**config.mk**
```make
export PLATFORM = sky130hd
export DESIGN_NAME = imu_rvc_frame_parser_top
export DESIGN_NICKNAME = d
export VERILOG_FILES = /design/src/rtl/core/imurvc_pkg.sv /design/src/rtl/core/imurvc_parse.sv /design/src/rtl/core/imurvc_out_reg.sv /design/src/rtl/core/imu_rvc_frame_parser_top.sv
export VERILOG_INCLUDE_DIRS = /design/src /design/src/rtl/core
export SDC_FILE = /design/constraint.sdc
export NUM_CORES = 1
export LEC_CHECK = 0
export BUFFER_PORTS_ARGS = -buffer_cell sky130_fd_sc_hd__buf_4
export CORE_MARGIN = 4
export CORE_UTILIZATION = 25
export CTS_CLUSTER_SIZE = 40
export DETAILED_ROUTE_END_ITERATION = 16
export HOLD_SLACK_MARGIN = 0.12
export SKIP_CTS_REPAIR_TIMING = 1
export SYNTH_ARGS = -nofsm -noshare
export SYNTH_HDL_FRONTEND = slang
export SYNTH_SLANG_ARGS = --single-unit
```
**constraint.sdc**
```tcl
create_clock -name clk -period 8 [get_ports clk]
set_input_delay 1.6 -clock clk [delete_from_list [all_inputs] [get_ports clk]]
set_output_delay 1.6 -clock clk [all_outputs]
set_load 0.005 [all_outputs]
```
**src/rtl/core/assert_macros.svh**
```systemverilog
// assertion macros shared by the frame parser rtl
// no dependencies; included by files that carry concurrent assertions
`ifndef ASSERT_MACROS_SVH
`define ASSERT_MACROS_SVH

// clocked assertion, disabled while the asynchronous reset is asserted
`define ASSERT_CLKRST(lbl, clk, rst_n, prop, msg) \
	lbl: assert property (@(posedge clk) disable iff (!(rst_n)) (prop)) else $error(msg);

// clocked assertion that also holds during reset
`define ASSERT_CLK(lbl, clk, prop, msg) \
	lbl: assert property (@(posedge clk) (prop)) else $error(msg);

`endif

```
**src/rtl/core/imurvc_pkg.sv**
```systemverilog
// shared types and constants for the imu rvc frame parser
// no dependencies; used by imurvc_parse and imu_rvc_frame_parser_top
package imurvc_pkg;

	localparam logic [7:0] HDR_BYTE  = 8'hAA;
	localparam int         BODY_LEN  = 17;
	localparam int         STORE_LEN = 15;
	localparam int         POS_W     = 5;
	localparam logic [POS_W-1:0] CHECK_POS = POS_W'(BODY_LEN - 1);

	// bits of tdata ahead of the two counters
	localparam int FRAME_DATA_W = 120;

	// decoded frame fields, counters travel separately
	typedef struct packed {
		logic        [7:0]  frame_index;
		logic signed [15:0] yaw_raw;
		logic signed [15:0] pitch_raw;
		logic signed [15:0] roll_raw;
		logic signed [15:0] accel_x_mg;
		logic signed [15:0] accel_y_mg;
		logic signed [15:0] accel_z_mg;
		logic        [7:0]  intent_code;
		logic        [7:0]  request_code;
		logic               checksum_ok;
	} frame_t;

	// status from the parser back to the stream control
	typedef struct packed {
		logic ends_frame;  // byte in the input register is a checksum byte
		logic frame_done;  // a frame completes at this edge
	} parse_status_t;

endpackage

```
**src/rtl/core/imurvc_parse.sv**
```systemverilog
// header hunt, body collection, checksum and frame counters
// depends on imurvc_pkg
module imurvc_parse #(
	parameter int COUNT_WIDTH = 32
) (
	input  logic                        clk,
	input  logic                        arst_n,
	input  logic                        step,
	input  logic [7:0]                  rx_byte,
	output imurvc_pkg::parse_status_t   status,
	output imurvc_pkg::frame_t          frame,
	output logic [COUNT_WIDTH-1:0]      good_frames,
	output logic [COUNT_WIDTH-1:0]      bad_checksums
);

	typedef enum logic [1:0] {
		PH_HUNT = 2'd0,
		PH_ONE  = 2'd1,
		PH_BODY = 2'd2
	} phase_t;

	phase_t                              phase_q;
	logic [imurvc_pkg::POS_W-1:0]        pos_q;
	logic [7:0]                          sum_q;
	logic [7:0]                          store_q [imurvc_pkg::STORE_LEN];
	logic [COUNT_WIDTH-1:0]              good_q;
	logic [COUNT_WIDTH-1:0]              bad_q;
	logic                                ends_frame;
	logic                                sum_ok;

	// position CHECK_POS, the last of the body bytes, counts as the checksum byte
	assign ends_frame = (phase_q == PH_BODY) && (pos_q >= imurvc_pkg::CHECK_POS);
	assign sum_ok     = (rx_byte == sum_q);

	assign status.ends_frame = ends_frame;
	assign status.frame_done = step && ends_frame;

	always_ff @(posedge clk or negedge arst_n) begin
		if (!arst_n) begin
			phase_q <= PH_HUNT;
			pos_q   <= '0;
			sum_q   <= '0;
			good_q  <= '0;
			bad_q   <= '0;
		end else if (step) begin
			unique case (phase_q)
				PH_ONE: begin
					if (rx_byte == imurvc_pkg::HDR_BYTE) begin
						phase_q <= PH_BODY;
						pos_q   <= '0;
						sum_q   <= '0;
					end else begin
						phase_q <= PH_HUNT;
					end
				end
				PH_BODY: begin
					if (!ends_frame) begin
						sum_q <= sum_q + rx_byte;
						pos_q <= pos_q + imurvc_pkg::POS_W'(1);
					end else begin
						if (sum_ok) good_q <= good_q + COUNT_WIDTH'(1);
						else        bad_q  <= bad_q + COUNT_WIDTH'(1);
						phase_q <= PH_HUNT;
						pos_q   <= '0;
						sum_q   <= '0;
					end
				end
				default: begin
					// hunting, also the unused phase code
					phase_q <= (rx_byte == imurvc_pkg::HDR_BYTE) ? PH_ONE : PH_HUNT;
				end
			endcase
		end
	end

	// body bytes shift in from the top, so entry 0 ends up holding frame byte 2
	always_ff @(posedge clk) begin
		if (step && (phase_q == PH_BODY) &&
		    (pos_q < imurvc_pkg::POS_W'(imurvc_pkg::STORE_LEN))) begin
			for (int i = 0; i < imurvc_pkg::STORE_LEN - 1; i++) begin
				store_q[i] <= store_q[i+1];
			end
			store_q[imurvc_pkg::STORE_LEN-1] <= rx_byte;
		end
	end

	assign frame.frame_index    = store_q[0];
	assign frame.yaw_raw        = {store_q[2],  store_q[1]};
	assign frame.pitch_raw      = {store_q[4],  store_q[3]};
	assign frame.roll_raw       = {store_q[6],  store_q[5]};
	assign frame.accel_x_mg     = {store_q[8],  store_q[7]};
	assign frame.accel_y_mg     = {store_q[10], store_q[9]};
	assign frame.accel_z_mg     = {store_q[12], store_q[11]};
	assign frame.intent_code    = store_q[13];
	assign frame.request_code   = store_q[14];
	assign frame.checksum_ok    = sum_ok;

	// counts including the frame completing now
	assign good_frames   = sum_ok ? (good_q + COUNT_WIDTH'(1)) : good_q;
	assign bad_checksums = sum_ok ? bad_q : (bad_q + COUNT_WIDTH'(1));

endmodule

```
**src/rtl/core/imurvc_out_reg.sv**
```systemverilog
// result register on the master stream side
// no dependencies; instantiated by imu_rvc_frame_parser_top
module imurvc_out_reg #(
	parameter int DATA_W = 184
) (
	input  logic              clk,
	input  logic              arst_n,
	input  logic              load,
	input  logic [DATA_W-1:0] load_data,
	input  logic              load_user,
	output logic              room,
	output logic              m_axis_tvalid,
	input  logic              m_axis_tready,
	output logic [DATA_W-1:0] m_axis_tdata,
	output logic              m_axis_tuser
);

	logic              valid_q;
	logic [DATA_W-1:0] data_q;
	logic              user_q;

	assign room = !valid_q || m_axis_tready;

	always_ff @(posedge clk or negedge arst_n) begin
		if (!arst_n) begin
			valid_q <= 1'b0;
		end else if (load) begin
			valid_q <= 1'b1;
		end else if (m_axis_tready) begin
			valid_q <= 1'b0;
		end
	end

	always_ff @(posedge clk) begin
		if (load) begin
			data_q <= load_data;
			user_q <= load_user;
		end
	end

	assign m_axis_tvalid = valid_q;
	assign m_axis_tdata  = data_q;
	assign m_axis_tuser  = user_q;

endmodule

```
**src/rtl/core/imu_rvc_frame_parser_top.sv**
```systemverilog
// top level of the imu rvc frame parser: input register, parser, result register
// depends on imurvc_pkg, imurvc_parse, imurvc_out_reg and assert_macros.svh
//
// Byte-serial parser for the rvc inertial-sensor frame. Each request on the
// slave stream carries one received byte. The parser hunts for two 0xAA header
// bytes, collects the 17 body bytes and checks the last against the mod-256 sum
// of the 16 before it. Every completed frame, good or bad, yields one request on
// the master stream with the raw decoded fields, a checksum-ok flag in tuser and
// the wrapping good-frame and bad-checksum counts, both including this frame.
// Throughput is one byte per clock. A byte is taken into the input register and
// processed from there; the result register loads at the edge where the checksum
// byte leaves the input register, so a result is valid once its checksum byte has
// passed the input register and the result register has room for it. The slave
// side stalls only when a checksum byte sits in the input register while the
// result register still holds an earlier frame that is not being taken; other
// bytes keep flowing while a result waits. Counters are COUNT_WIDTH bits and wrap.
module imu_rvc_frame_parser_top #(
	parameter int COUNT_WIDTH = 32
) (
	input  logic                clk,
	input  logic                arst_n,
	// slave stream, one received byte per request
	input  logic                s_axis_tvalid,
	output logic                s_axis_tready,
	input  logic [7:0]          s_axis_tdata,   // [7:0] rx_byte
	// master stream, one decoded frame per request
	output logic                m_axis_tvalid,
	input  logic                m_axis_tready,
	// from bit 0: frame_index 8, yaw_raw 16, pitch_raw 16, roll_raw 16,
	// accel_x_mg 16, accel_y_mg 16, accel_z_mg 16, intent_code 8,
	// request_code 8, good_frames COUNT_WIDTH, bad_checksums COUNT_WIDTH, zero pad
	output logic [((imurvc_pkg::FRAME_DATA_W + 2*COUNT_WIDTH + 7) / 8) * 8 - 1:0]
	                            m_axis_tdata,
	output logic                m_axis_tuser    // [0] checksum_ok
);

`include "assert_macros.svh"

	localparam int PAYLOAD_W = imurvc_pkg::FRAME_DATA_W + 2*COUNT_WIDTH;
	localparam int TDATA_W   = ((PAYLOAD_W + 7) / 8) * 8;

	// input register
	logic                      valid_s1;
	logic [7:0]                byte_s1;

	logic                      consume;
	logic                      out_room;
	imurvc_pkg::parse_status_t status;
	imurvc_pkg::frame_t        frame;
	logic [COUNT_WIDTH-1:0]    good_frames;
	logic [COUNT_WIDTH-1:0]    bad_checksums;
	logic [TDATA_W-1:0]        packed_data;

	// a byte leaves the input register unless it completes a frame with no room
	assign consume       = valid_s1 && (!status.ends_frame || out_room);
	assign s_axis_tready = !valid_s1 || consume;

	always_ff @(posedge clk or negedge arst_n) begin
		if (!arst_n) begin
			valid_s1 <= 1'b0;
		end else if (s_axis_tvalid && s_axis_tready) begin
			valid_s1 <= 1'b1;
		end else if (consume) begin
			valid_s1 <= 1'b0;
		end
	end

	// payload needs no reset
	always_ff @(posedge clk) begin
		if (s_axis_tvalid && s_axis_tready) begin
			byte_s1 <= s_axis_tdata;
		end
	end

	imurvc_parse #(
		.COUNT_WIDTH (COUNT_WIDTH)
	) u_parse (
		.clk           (clk),
		.arst_n        (arst_n),
		.step          (consume),
		.rx_byte       (byte_s1),
		.status        (status),
		.frame         (frame),
		.good_frames   (good_frames),
		.bad_checksums (bad_checksums)
	);

	// field packing, first field in the low bits, zero fill to whole bytes
	always_comb begin
		packed_data = '0;
		packed_data[imurvc_pkg::FRAME_DATA_W-1:0] = {
			frame.request_code,
			frame.intent_code,
			frame.accel_z_mg,
			frame.accel_y_mg,
			frame.accel_x_mg,
			frame.roll_raw,
			frame.pitch_raw,
			frame.yaw_raw,
			frame.frame_index
		};
		packed_data[imurvc_pkg::FRAME_DATA_W +: COUNT_WIDTH]               = good_frames;
		packed_data[imurvc_pkg::FRAME_DATA_W + COUNT_WIDTH +: COUNT_WIDTH] = bad_checksums;
	end

	imurvc_out_reg #(
		.DATA_W (TDATA_W)
	) u_out_reg (
		.clk           (clk),
		.arst_n        (arst_n),
		.load          (status.frame_done),
		.load_data     (packed_data),
		.load_user     (frame.checksum_ok),
		.room          (out_room),
		.m_axis_tvalid (m_axis_tvalid),
		.m_axis_tready (m_axis_tready),
		.m_axis_tdata  (m_axis_tdata),
		.m_axis_tuser  (m_axis_tuser)
	);

	// a completed frame always shows up on the master side next cycle
	`ASSERT_CLKRST(a_done_to_out, clk, arst_n, status.frame_done |=> m_axis_tvalid, "frame lost")
	// a new frame never overwrites a pending result that is not being taken
	`ASSERT_CLKRST(a_no_overwrite, clk, arst_n, status.frame_done |-> (!m_axis_tvalid || m_axis_tready), "result overwritten")
	// a byte that cannot be processed stays in the input register unchanged
	`ASSERT_CLKRST(a_s1_hold, clk, arst_n, (valid_s1 && !consume) |=> (valid_s1 && $stable(byte_s1)), "input byte dropped")

endmodule

```
==> impl_results.md <==
- P per Cell Area: approximately 230 nW/um2
- Die width: roughly 250 um
- Sequential-to-total area share from yosys stat: approximately 79%
- Buf+Inv Stages, Crit Path: 3
- Initial Utilization: 25.21%
- Netlist Area Pre-Place: approximately 15,000 um2
- Antenna-violating nets left: 0
- Ys Warns: 0
- Number of synthesized register bits: slightly below 400
- Final Instance Area: ~18,000 um2
- Asr flop ratio synth: between 20% and 30%
- Global-route wire length before repair: around 46,000 um
- NumNets Final: ~1,100
- Reg area: around 11,000 um2
- Post-route minimum period: about 4 ns
- Reg-to-Reg Start: u_parse.phase_q[0]$_DFFE_PN0P_
- Row Count: 88
- Initial antenna violation count: 0
- EDFF count, synth: about 310
- Max VDD drop: 0.0001265 V
- WP data required: between 6 and 7 ns
- Setup crit start: m_axis_tready
- H-tree depth: 2
- Worst Max-Slew Pin Slew: about 1.1 ns
- FILL cells: roughly 5,600
- Worst-Skew Late Latency: ~0.56 ns
- Startpoint types: primary input
- Dpl hpwl: 19,310 um
- CTS tree: yes
- GRT overflow: 0
- Setup tns final: 0 ns
- Layout Skew: between 0.01 and 0.015 ns
- Cell mode on critical path: buf_4
- Vias in the first global route: a little under 8,000
- Ys flop type: edfxtp_1
- CP arrival: between 2 and 2.5 ns
- Worst setup EP type: output port
- Final Util: about a third
- Most common cell after layout, fill and taps aside: edfxtp_1
- GRT Total Usage: under 10%
- Crit path max fanout: 5
- Syn Nets: around 900
- DRC errors left: 0
- I/O pin cnt: slightly below 200
- Final period utilization: ~49%
- Core Area: 57,590 um2
- Multi-input logic area: a little under 3000 um2
- Netlist cell types: 48
- Drt wl/cell: ~15 um
- Number of DRC markers in iteration 0: 346
- Area Overhead vs Synth: 26.52%
- Clock buffer depth: 3
- Clk root buf: clkbuf_16
- Largest net degree at the start of global routing: about 130
- Max_slew headroom: between 20% and 30%
- Die H: 249.0 um
- Critical-path top delay cell: nand2b_1
- RSZ-0062 raised after global routing: false
- Final hold violation count: 0
- Critical Path, Cell by Cell: buf_4 -> nand2b_1 -> nor2_1 -> inv_1 -> buf_4
- Max cap viols: 0
- Layout cells sized above 1: 25.53%
- FMAX: 255.4 MHz
- Post-Syn Instances: about 870
- Placement Setup Slack: between 3 and 4 ns
- Port bufs: about 200
- # setup viols final: 0
- Status: finished clean
- Via density per instance: 4.024
- DR pass1 iterations: 4
- Gpl congestion: between 0.7 and 0.8
- Vias: between 7,000 and 8,000
- Hold_sp: u_parse.store_q[0][3]$_DFFE_PP_
- Pleak: ~6.6 nW
- CTS Buf Count: 43
- Die Area: just over 60,000 um2
- Hold WC Path Type: flop to flop
- Post-synthesis average cell area: between 15 and 20 um2
- Largest stage delay, worst path: approximately 0.21 ns
- Top Family by Delay on Critical Path: simple AND/OR/NAND/NOR gates
- Ant. Diodes: 0
- Max Slew Vio Count: 0
- Clock sinks: between 300 and 400
- Area after DPL: 16,900 um2
- Most frequent cells in the layout: edfxtp_1, buf_4, dfrtp_1
- Worst setup margin: a little over 4 ns
- Clock Pin Slew Worst Setup and Hold Paths: about 0.06 ns
- Post-Route WL: slightly below 30,000 um
- Critical path class: primary input to output port
## worst reg2reg max path, delay by kind of cell (launching register included)
family	cells	cell delay (ns)
flops	1	0.39
compound gates	1	0.13
fa+ha+maj	1	0.26
buf+inv	3	1.52
simple gates	2	0.70
## per-stage QoR
stage / hold slack, ns / total power (W) / std cells
CTS: 0.4194 / 0.004338 / 1897
finish: 0.4166 / 0.004257 / 1897
global route: 0.4221 / 0.004431 / 1897
global placement: 0.4024 / 0.002286 / 1817
detailed placement: 0.4052 / 0.002288 / 1817
floorplan: 0.4003 / 0.002266 / 872
## path summary, 6_finish.rpt
kind	slack [ns]	endpoint	cells after the start
worst max register to register	4.59	u_parse.store_q[7][7]$_DFFE_PP_	7
worst min register to register	0.42	u_out_reg.m_axis_tdata[3]$_DFFE_PP_	0
worst max-delay path	4.08	s_axis_tready	5
min in group asynchronous	0.89	u_parse.bad_q[16]$_DFFE_PN0P_	1
max in group asynchronous	5.94	u_parse.sum_q[4]$_DFFE_PN0P_	2
worst min-delay path	0.42	u_out_reg.m_axis_tdata[3]$_DFFE_PP_	0
## Yosys cell counts (2+ instances only)
master | n | area share (%)
a21oi_1 | 4 | 0.14
edfxtp_1 | 313 | 65
nor2_1 | 49 | 1.3
mux2i_1 | 2 | 0.14
or2_2 | 3 | 0.13
ha_1 | 12 | 1.0
nand4_4 | 3 | 0.44
and4_1 | 3 | 0.18
a21o_1 | 4 | 0.21
clkbuf_1 | 15 | 0.39
nor4_1 | 10 | 0.43
nand4_1 | 17 | 0.73
nand3_1 | 36 | 1.2
nor3_1 | 31 | 1.1
xnor2_1 | 54 | 3.3
nor4_2 | 2 | 0.17
nand2b_1 | 4 | 0.17
and3_1 | 9 | 0.39
o21ai_0 | 11 | 0.38
nor2b_1 | 3 | 0.13
dfrtp_1 | 81 | 14
buf_2 | 5 | 0.17
o31ai_1 | 3 | 0.16
nand2_1 | 78 | 2.0
buf_6 | 4 | 0.31
and2_1 | 5 | 0.22
inv_1 | 11 | 0.28
or3_1 | 4 | 0.17
xor2_1 | 74 | 4.5
or4_1 | 3 | 0.16
nor4bb_1 | 2 | 0.14
## kinds of logic after synthesis
logic type               count (synthesis)  synth area share [%]
AO/OA/AOI/OAI                           29                 1.302
XOR/XNOR                               128                 7.723
adder cells (fa/ha/maj)                 13                 1.172
buffers and inverters                   37                 1.293
flip-flops                             394                 78.72
multiplexers                             3                0.2155
AND/OR/NAND/NOR                        268                 9.577
## routing by layer
layer | share of wire, % | vias to the layer above | routed length, um | GRT usage (%)
met5 | 0 | - | 0 | 0
met4 | 2.8 | 0 | 809 | 3.382
met3 | 6.1 | 51 | 1775 | 2.662
met2 | 49 | 169 | 14130 | 15.03
met1 | 42 | 3758 | 12290 | 11.52
li1 | - | 3656 | - | -
## report_power, final
part           internal (W)   total, W  switching (W)  leakage, nW
clock network       0.00118    0.00201       0.000837        0.694
logic             0.0000168  0.0000427      0.0000259         2.06
registers           0.00219    0.00220     0.00000702         3.81
## registers in the layout (all words and copies together), names as in the netlist
register,count
u_out_reg.m_axis_tuser,1
valid_s1,1
u_parse.good_q,32
u_parse.sum_q,8
u_parse.bad_q,32
u_out_reg.m_axis_tdata,184
u_parse.pos_q,5
u_out_reg.m_axis_tvalid,1
byte_s1,8
u_parse.store_q,120
u_parse.phase_q,2
## area by class of cell
class	instances	share of cell area, %
Multi-Input combinational cell	441	15.86
Inverter	13	0.3747
Clock inverter	31	2.017
Tap cell	765	5.212
Sequential cell	394	62.22
Timing Repair Buffer	204	8.339
Clock buffer	49	5.982
Power figures use the tool's default switching activity.
